$ cat config.mk
export PLATFORM = sky130hd
export DESIGN_NAME = double_ended_queue
export DESIGN_NICKNAME = d
export VERILOG_FILES = /design/src/sv/dq_pkg.sv /design/src/sv/dq_ctrl.sv /design/src/sv/dq_datapath.sv /design/src/sv/double_ended_queue.sv
export VERILOG_INCLUDE_DIRS = /design/src /design/src/sv
export SDC_FILE = /design/constraint.sdc
export NUM_CORES = 2
export LEC_CHECK = 0
export BUFFER_PORTS_ARGS = -buffer_cell sky130_fd_sc_hd__buf_2
export CORE_UTILIZATION = 50
export DETAILED_ROUTE_END_ITERATION = 8
export PLACE_DENSITY_LB_ADDON = 0.25
export SKIP_CTS_REPAIR_TIMING = 1
export SYNTH_ARGS = -nofsm -noshare
export SYNTH_HDL_FRONTEND = slang
export SYNTH_SLANG_ARGS = --single-unit
$ cat constraint.sdc
create_clock -name clock -period 7.95 [get_ports clock]
set_input_delay 1.59 -clock clock [delete_from_list [all_inputs] [get_ports clock]]
set_output_delay 1.59 -clock clock [all_outputs]
set_load 0.01 [all_outputs]
$ cat src/sv/double_ended_queue_defines.svh
// ----------------------------------------------------------------------------
// double_ended_queue_defines
// Assertion macros for the deque datapath.
// ----------------------------------------------------------------------------
`ifndef DOUBLE_ENDED_QUEUE_DEFINES_SVH
`define DOUBLE_ENDED_QUEUE_DEFINES_SVH

// check a property on every rising clock edge outside reset
`define DQ_ASSERT(label, clk, rst, prop, msg) \
   label: assert property (@(posedge clk) disable iff (rst) prop) else $error(msg);

// check a property on every rising clock edge, reset included
`define DQ_ASSERT_ALWAYS(label, clk, prop, msg) \
   label: assert property (@(posedge clk) prop) else $error(msg);

`endif

$ cat src/sv/dq_pkg.sv
// ----------------------------------------------------------------------------
// dq_pkg
// Types, codes and default sizes for the double-ended queue.
// ----------------------------------------------------------------------------
package dq_pkg;

   localparam int DQ_DEPTH      = 64;
   localparam int DQ_WORD_WIDTH = 32;

   localparam logic [1:0] ACT_PUSH_RIGHT = 2'd0;
   localparam logic [1:0] ACT_POP_LEFT   = 2'd1;
   localparam logic [1:0] ACT_POP_RIGHT  = 2'd2;

   typedef enum logic [1:0] {
      ST_IDLE,
      ST_READ,
      ST_OUT
   } dq_state_type;

   typedef struct packed {
      logic exec;
      logic load;
   } dq_cmd_type;

   typedef struct packed {
      logic need_read;
   } dq_sts_type;

endpackage

$ cat src/sv/dq_ctrl.sv
// ----------------------------------------------------------------------------
// dq_ctrl
// Sequencer: accept a request beat, wait for the end-word reload when a pop
// needs one, present the response beat.
// ----------------------------------------------------------------------------
module dq_ctrl (
   input  logic              clock,
   input  logic              reset,
   input  logic              req_tvalid,
   output logic              req_tready,
   output logic              rsp_tvalid,
   input  logic              rsp_tready,
   input  dq_pkg::dq_sts_type sts,
   output dq_pkg::dq_cmd_type cmd
);
   import dq_pkg::*;

   dq_state_type state_ff, state_in;

   always_ff @(posedge clock) begin
      if (reset) begin
         state_ff <= ST_IDLE;
      end else begin
         state_ff <= state_in;
      end
   end

   always_comb begin
      state_in   = state_ff;
      req_tready = 1'b0;
      rsp_tvalid = 1'b0;
      cmd        = '0;
      case (state_ff)
         ST_IDLE: begin
            req_tready = 1'b1;
            if (req_tvalid) begin
               cmd.exec = 1'b1;
               state_in = sts.need_read ? ST_READ : ST_OUT;
            end
         end
         ST_READ: begin
            cmd.load = 1'b1;
            state_in = ST_OUT;
         end
         ST_OUT: begin
            rsp_tvalid = 1'b1;
            if (rsp_tready) begin
               state_in = ST_IDLE;
            end
         end
         default: begin
            state_in = ST_IDLE;
         end
      endcase
   end

endmodule

$ cat src/sv/dq_datapath.sv
// ----------------------------------------------------------------------------
// dq_datapath
// Ring store, head and fill registers, cached end words and result registers.
// ----------------------------------------------------------------------------
`include "double_ended_queue_defines.svh"

module dq_datapath #(
   parameter int DEPTH      = dq_pkg::DQ_DEPTH,
   parameter int WORD_WIDTH = dq_pkg::DQ_WORD_WIDTH,
   parameter int AW         = $clog2(DEPTH),
   parameter int CW         = $clog2(DEPTH + 1)
) (
   input  logic                  clock,
   input  logic                  reset,
   input  dq_pkg::dq_cmd_type    cmd,
   output dq_pkg::dq_sts_type    sts,
   input  logic [1:0]            req_action,
   input  logic [WORD_WIDTH-1:0] req_item,
   output logic [WORD_WIDTH-1:0] rsp_popped,
   output logic                  rsp_pop_valid,
   output logic                  rsp_error,
   output logic [WORD_WIDTH-1:0] rsp_left_word,
   output logic [WORD_WIDTH-1:0] rsp_right_word,
   output logic                  rsp_empty_res,
   output logic [CW-1:0]         rsp_count
);
   import dq_pkg::*;

   localparam logic [AW:0]   DEPTH_V = (AW + 1)'(DEPTH);
   localparam logic [CW-1:0] FULL_V  = CW'(DEPTH);
   localparam logic [CW-1:0] ONE_V   = CW'(1);
   localparam logic [CW-1:0] TWO_V   = CW'(2);

   function automatic logic [AW-1:0] wrap(input logic [AW:0] s);
      logic [AW:0] r;
      r = (s >= DEPTH_V) ? (s - DEPTH_V) : s;
      return r[AW-1:0];
   endfunction

   logic [WORD_WIDTH-1:0] mem [DEPTH];

   logic [AW-1:0]         head_ff, head_in;
   logic [CW-1:0]         fill_ff, fill_in;
   logic [WORD_WIDTH-1:0] left_ff, left_in;
   logic [WORD_WIDTH-1:0] right_ff, right_in;
   logic [WORD_WIDTH-1:0] rd_data_ff;
   logic [WORD_WIDTH-1:0] popped_ff, popped_in;
   logic                  pop_valid_ff, pop_valid_in;
   logic                  error_ff, error_in;
   logic                  load_left_ff, load_left_in;

   logic                  wr_en;
   logic [AW-1:0]         wr_addr;
   logic [AW-1:0]         rd_addr;
   logic                  is_empty;
   logic                  is_full;
   logic                  has_two;

   assign is_empty = (fill_ff == '0);
   assign is_full  = (fill_ff >= FULL_V);
   assign has_two  = (fill_ff >= TWO_V);

   assign sts.need_read = has_two &&
                          ((req_action == ACT_POP_LEFT) || (req_action == ACT_POP_RIGHT));

   always_comb begin
      head_in      = head_ff;
      fill_in      = fill_ff;
      left_in      = left_ff;
      right_in     = right_ff;
      popped_in    = popped_ff;
      pop_valid_in = pop_valid_ff;
      error_in     = error_ff;
      load_left_in = load_left_ff;
      wr_en        = 1'b0;
      wr_addr      = wrap({1'b0, head_ff} + (AW + 1)'(fill_ff));
      rd_addr      = wrap({1'b0, head_ff} + (AW + 1)'(1));
      if (cmd.exec) begin
         popped_in    = '0;
         pop_valid_in = 1'b0;
         error_in     = 1'b0;
         case (req_action)
            ACT_PUSH_RIGHT: begin
               if (is_full) begin
                  error_in = 1'b1;
               end else begin
                  wr_en    = 1'b1;
                  fill_in  = fill_ff + ONE_V;
                  right_in = req_item;
                  if (is_empty) begin
                     left_in = req_item;
                  end
               end
            end
            ACT_POP_LEFT: begin
               if (is_empty) begin
                  error_in = 1'b1;
               end else begin
                  popped_in    = left_ff;
                  pop_valid_in = 1'b1;
                  head_in      = wrap({1'b0, head_ff} + (AW + 1)'(1));
                  fill_in      = fill_ff - ONE_V;
                  load_left_in = 1'b1;
               end
            end
            ACT_POP_RIGHT: begin
               if (is_empty) begin
                  error_in = 1'b1;
               end else begin
                  popped_in    = right_ff;
                  pop_valid_in = 1'b1;
                  fill_in      = fill_ff - ONE_V;
                  load_left_in = 1'b0;
                  rd_addr      = wrap({1'b0, head_ff} + (AW + 1)'(fill_ff - TWO_V));
               end
            end
            default: begin
               error_in = 1'b1;
            end
         endcase
      end
      if (cmd.load) begin
         if (load_left_ff) begin
            left_in = rd_data_ff;
         end else begin
            right_in = rd_data_ff;
         end
      end
   end

   always_ff @(posedge clock) begin
      if (wr_en) begin
         mem[wr_addr] <= req_item;
      end
      if (cmd.exec) begin
         rd_data_ff <= mem[rd_addr];
      end
   end

   always_ff @(posedge clock) begin
      if (reset) begin
         head_ff <= '0;
         fill_ff <= '0;
      end else begin
         head_ff <= head_in;
         fill_ff <= fill_in;
      end
   end

   always_ff @(posedge clock) begin
      left_ff      <= left_in;
      right_ff     <= right_in;
      popped_ff    <= popped_in;
      pop_valid_ff <= pop_valid_in;
      error_ff     <= error_in;
      load_left_ff <= load_left_in;
   end

   assign rsp_popped     = popped_ff;
   assign rsp_pop_valid  = pop_valid_ff;
   assign rsp_error      = error_ff;
   assign rsp_left_word  = is_empty ? '0 : left_ff;
   assign rsp_right_word = is_empty ? '0 : right_ff;
   assign rsp_empty_res  = is_empty;
   assign rsp_count      = fill_ff;

   `DQ_ASSERT(a_fill_bound, clock, reset, (fill_ff <= FULL_V), "fill beyond depth")
   `DQ_ASSERT(a_idle_hold, clock, reset, !cmd.exec |=> ($stable(fill_ff) && $stable(head_ff)), "state moved without a request")
   `DQ_ASSERT(a_load_nonempty, clock, reset, cmd.load |-> (fill_ff >= ONE_V), "end-word reload on empty queue")

endmodule

$ cat src/sv/double_ended_queue.sv
// Timing: the response beat is presented in the cycle after the request beat
// is taken for pushes, errors and pops that leave the queue empty; pops that
// reload an end word from the ring store pass through the read state first,
// as the store's read port is registered. Handshake: one request in flight;
// a new beat is taken once the response beat has been taken.
// Reset: synchronous; the queue comes up empty, store contents unchanged.
// ----------------------------------------------------------------------------
// double_ended_queue
// Bounded deque over a ring store: push right, pop left, pop right.
// ----------------------------------------------------------------------------
module double_ended_queue #(
   parameter int DEPTH      = dq_pkg::DQ_DEPTH,
   parameter int WORD_WIDTH = dq_pkg::DQ_WORD_WIDTH,
   parameter int CW         = $clog2(DEPTH + 1),
   parameter int REQ_TD_W   = ((WORD_WIDTH + 7) / 8) * 8,
   parameter int RSP_TD_W   = ((3 * WORD_WIDTH + 1 + CW + 7) / 8) * 8
) (
   input  logic                clock,
   input  logic                reset,
   input  logic                req_tvalid,
   output logic                req_tready,
   input  logic [REQ_TD_W-1:0] req_tdata,   // item
   input  logic [1:0]          req_tuser,   // action
   output logic                rsp_tvalid,
   input  logic                rsp_tready,
   output logic [RSP_TD_W-1:0] rsp_tdata,   // popped, left_word, right_word, empty_res, count
   output logic [1:0]          rsp_tuser    // pop_valid, error
);
   import dq_pkg::*;

   dq_cmd_type            cmd;
   dq_sts_type            sts;
   logic [WORD_WIDTH-1:0] popped;
   logic                  pop_valid;
   logic                  error;
   logic [WORD_WIDTH-1:0] left_word;
   logic [WORD_WIDTH-1:0] right_word;
   logic                  empty_res;
   logic [CW-1:0]         count;

   dq_ctrl u_ctrl (
      .clock      (clock),
      .reset      (reset),
      .req_tvalid (req_tvalid),
      .req_tready (req_tready),
      .rsp_tvalid (rsp_tvalid),
      .rsp_tready (rsp_tready),
      .sts        (sts),
      .cmd        (cmd)
   );

   dq_datapath #(
      .DEPTH      (DEPTH),
      .WORD_WIDTH (WORD_WIDTH),
      .AW         ($clog2(DEPTH)),
      .CW         (CW)
   ) u_datapath (
      .clock          (clock),
      .reset          (reset),
      .cmd            (cmd),
      .sts            (sts),
      .req_action     (req_tuser),
      .req_item       (req_tdata[WORD_WIDTH-1:0]),
      .rsp_popped     (popped),
      .rsp_pop_valid  (pop_valid),
      .rsp_error      (error),
      .rsp_left_word  (left_word),
      .rsp_right_word (right_word),
      .rsp_empty_res  (empty_res),
      .rsp_count      (count)
   );

   assign rsp_tdata = RSP_TD_W'({count, empty_res, right_word, left_word, popped});
   assign rsp_tuser = {error, pop_valid};

endmodule

==> impl_results.md <==
- Crit path cell chain: buf_2 > inv_1 > ha_1 > inv_1 > a211o_1 > mux2_8 > nor2_4 > buf_12 > a32oi_1 > a31oi_1 > a32o_1 > nand2_1
- Sequential fraction of the synthesis area: 75.7%
- Count of state elements after synthesis: 2194
- Finished Core Util: 56.8%
- Max-cap violations: 1
- Routed WL: 258000 um
- Post-Syn Area per Cell: 15.5 sq um
- H-tree lvl count: 4
- Worst-path fanout max: 101
- Type of the worst min-delay path: register to register
- Io pins: 146
- GP Congestion: 0.898
- Skew-Pair Late Insertion Delay: 0.87 ns
- Final min period: 5.94 ns
- Main synth FF type: edfxtp_1
- Setup crit end kind: register
- Critical path's most frequent cell: inv_1
- Status: finished, violations left
- Tot GR Track Use: 29.4%
- Grt ovf: 0
- Post-synth cell types: 62
- Crit path kind: input pin to register
- Synth top area share: 73.9%
- Core ar.: 170000 sq um
- Relative slew margins: -4.25%
- Failing checks: capacitance limit, slew limit
- Synth Net Count: 5608
- Vias in the first global route: 49146
- Final Hold Fails: 0
- Layout Skew: 0.0412 ns
- Pleak: 31.1 nW
- Initial core utilization: 50.6%
- Synthesis Warnings: 0
- Slowest CP cell: nor2_4
- Layout cell share with drive strength beyond 1: 14.2%
- Arr. time, crit path: 6.53 ns
- Top cells by area, synth: edfxtp_1, nand2_1, mux4_2, mux2i_1, nand3_1
- Mapped Cells: 5544
- ANT nets after route: 0
- Cell Pwr Density: 288 nW/um^2
- Clock Tree Buf Depth: 3
- Die Wd: 417 um
- Port Buffers: 145
- Async SR Flop Fraction: 0%
- Worst setup SP type: input pin
- Setup tns final: 0 ns
- CTS tree: done
- RSZ-0062 raised after global routing: false
- Synth area leader: edfxtp_1
- Most numerous cell in the Yosys netlist: edfxtp_1
- Antenna violations before repair: 14
- Synth-to-Final Area Change: 12.4%
- Setup Viol. Count Final: 0
- First-pass GRT wire length: 363000 um
- Tot Pwr: 27.8 mW
- Clk pin slew, worst setup/hold paths: 0.06 ns
- Root Driver: clkbuf_16
- Number of synthesized flops with an enable pin: 2115
- Worst Path Required: 8.55 ns
- Maximum VDD drop: 0.212 mV
- Drt wl/cell: 31.7 um
- Synth top cells by count: edfxtp_1, nand2_1, nand3_1
- Fill cells: 12962
- Cell Area, Synth: 86000 sq um
- CTS Buf Count: 210
- Chip Height: 417 um
- Initial drt markers: 8130
- Vias: 52280
- Actual slew at the worst max-slew pin: 1.52 ns
- Worst Path Buf+Inv: 4
- Slew Viols, Final: 2
- Dpl hpwl: 146000 um
- Vias per cell: 6.42
- DIE AREA: 174000 sq um
- Pin count of the biggest net entering global routing: 162
- Achievable clock frequency: 168 MHz
- Period utilization: 74.7%
- Crit path largest cell delay: 0.83 ns
- Final Net Count: 5808
- Drt first pass iters: 6
- Top delay family on crit path: compound AO/OA/AOI/OAI gates
- Row count: 151
- Drt drc: 0
- CTS sink count: 2194
## cells in the final DEF, fill, tap and decap left out, types with 79 or more instances in the layout
| cell | synthesis | layout |
|---|---|---|
| mux4_2 | 131 | 131 |
| buf_4 | 39 | 158 |
| nand2_1 | 1208 | 1207 |
| a32oi_1 | 156 | 156 |
| buf_2 | 125 | 152 |
| nand4_1 | 103 | 103 |
| mux2i_1 | 286 | 285 |
| edfxtp_1 | 2115 | 2115 |
| dfxtp_1 | 79 | 79 |
| nand3_1 | 339 | 339 |
| clkbuf_16 | 0 | 212 |
| o21ai_0 | 99 | 99 |
| a31oi_1 | 96 | 94 |
## kinds of logic (layout without fill, tap and decap cells)
kind of cell,count (synthesis),after routing,synth area share (%)
AOI/OAI and AO/OA,640,640,5.42
xor gates and xnor gates,22,22,0.224
adders and majority gates,26,26,0.405
buffers and inverters,371,744,2.12
DFF,2194,2194,75.7
muxes,423,423,6.86
other,0,3,0
and+or+nand+nor,1868,1868,9.28
## worst paths after layout
path	from	to	slack, ns	cells past startpoint
max	req_tuser[0]	u_datapath.rd_data_ff[20]$_DFFE_PN_	2.01	12
min	u_datapath.rd_data_ff[0]$_DFFE_PN_	u_datapath.left_ff[0]$_DFF_P_	0.50	2
max reg2reg	u_datapath.rsp_count[5]$_SDFFE_PP0P_	u_datapath.rd_data_ff[20]$_DFFE_PN_	2.12	9
min reg2reg	u_datapath.rd_data_ff[0]$_DFFE_PN_	u_datapath.left_ff[0]$_DFF_P_	0.50	2
## stage by stage
| stage | area (sq um) | instances | hold slack, ns | setup WS [ns] |
|---|---|---|---|---|
| 6_report | 96600 | 8138 | 0.500 | 2.01 |
| 5_1_grt | 96600 | 8136 | 0.560 | 2.05 |
| 4_1_cts | 96600 | 8135 | 0.508 | 2.27 |
| 3_5_place_dp | 90100 | 7750 | 0.497 | 1.35 |
| 3_3_place_gp | 90000 | 7741 | 0.501 | 1.19 |
| 2_1_floorplan | 86000 | 5544 | 0.443 | 2.07 |
## metal layers
metal / vias up / global-route usage [%] / part of all wire, %
li1: 21706 / - / -
met1: 26590 / 41.1 / 38
met2: 3489 / 44.8 / 46
met3: 483 / 6.94 / 12
met4: 12 / 11.3 / 3.9
met5: - / 0 / 0.031
## worst register-to-register path, delay by kind of cell, from the launching register on
family / cells / cell delay [ns]
compound gates: 4 / 2.22
simple gates: 3 / 1.63
mux: 1 / 0.75
buf+inv: 1 / 0.50
flops: 1 / 0.45
## area by class of cell
class,count,area [sq um],area share [%]
clock inverters,125,1070,1.10
multi-input cells,2979,19700,20.4
clock buffers,260,5490,5.68
diodes,3,7.51,0.00777
well taps,2218,2780,2.87
inverters,27,103,0.106
flip-flops and latches,2194,65100,67.4
repair buffers,332,2370,2.45
## state kept, by name, summed over array words and instances (netlist names)
| signal | flops |
|---|---|
| u_ctrl.state_ff | 2 |
| u_datapath.head_ff | 6 |
| u_datapath.left_ff | 32 |
| u_datapath.load_left_ff | 1 |
| u_datapath.mem | 2048 |
| u_datapath.rd_data_ff | 32 |
| u_datapath.right_ff | 32 |
| u_datapath.rsp_count | 7 |
| u_datapath.rsp_error | 1 |
| u_datapath.rsp_pop_valid | 1 |
| u_datapath.rsp_popped | 32 |
## report_power, final
part	switching, mW	leakage [nW]	internal [mW]
combinational	3.20	8.15	1.53
sequential	0.351	19.7	13.0
clock	4.34	3.22	5.32
Note: power is estimated with default switching activity, not from simulation.
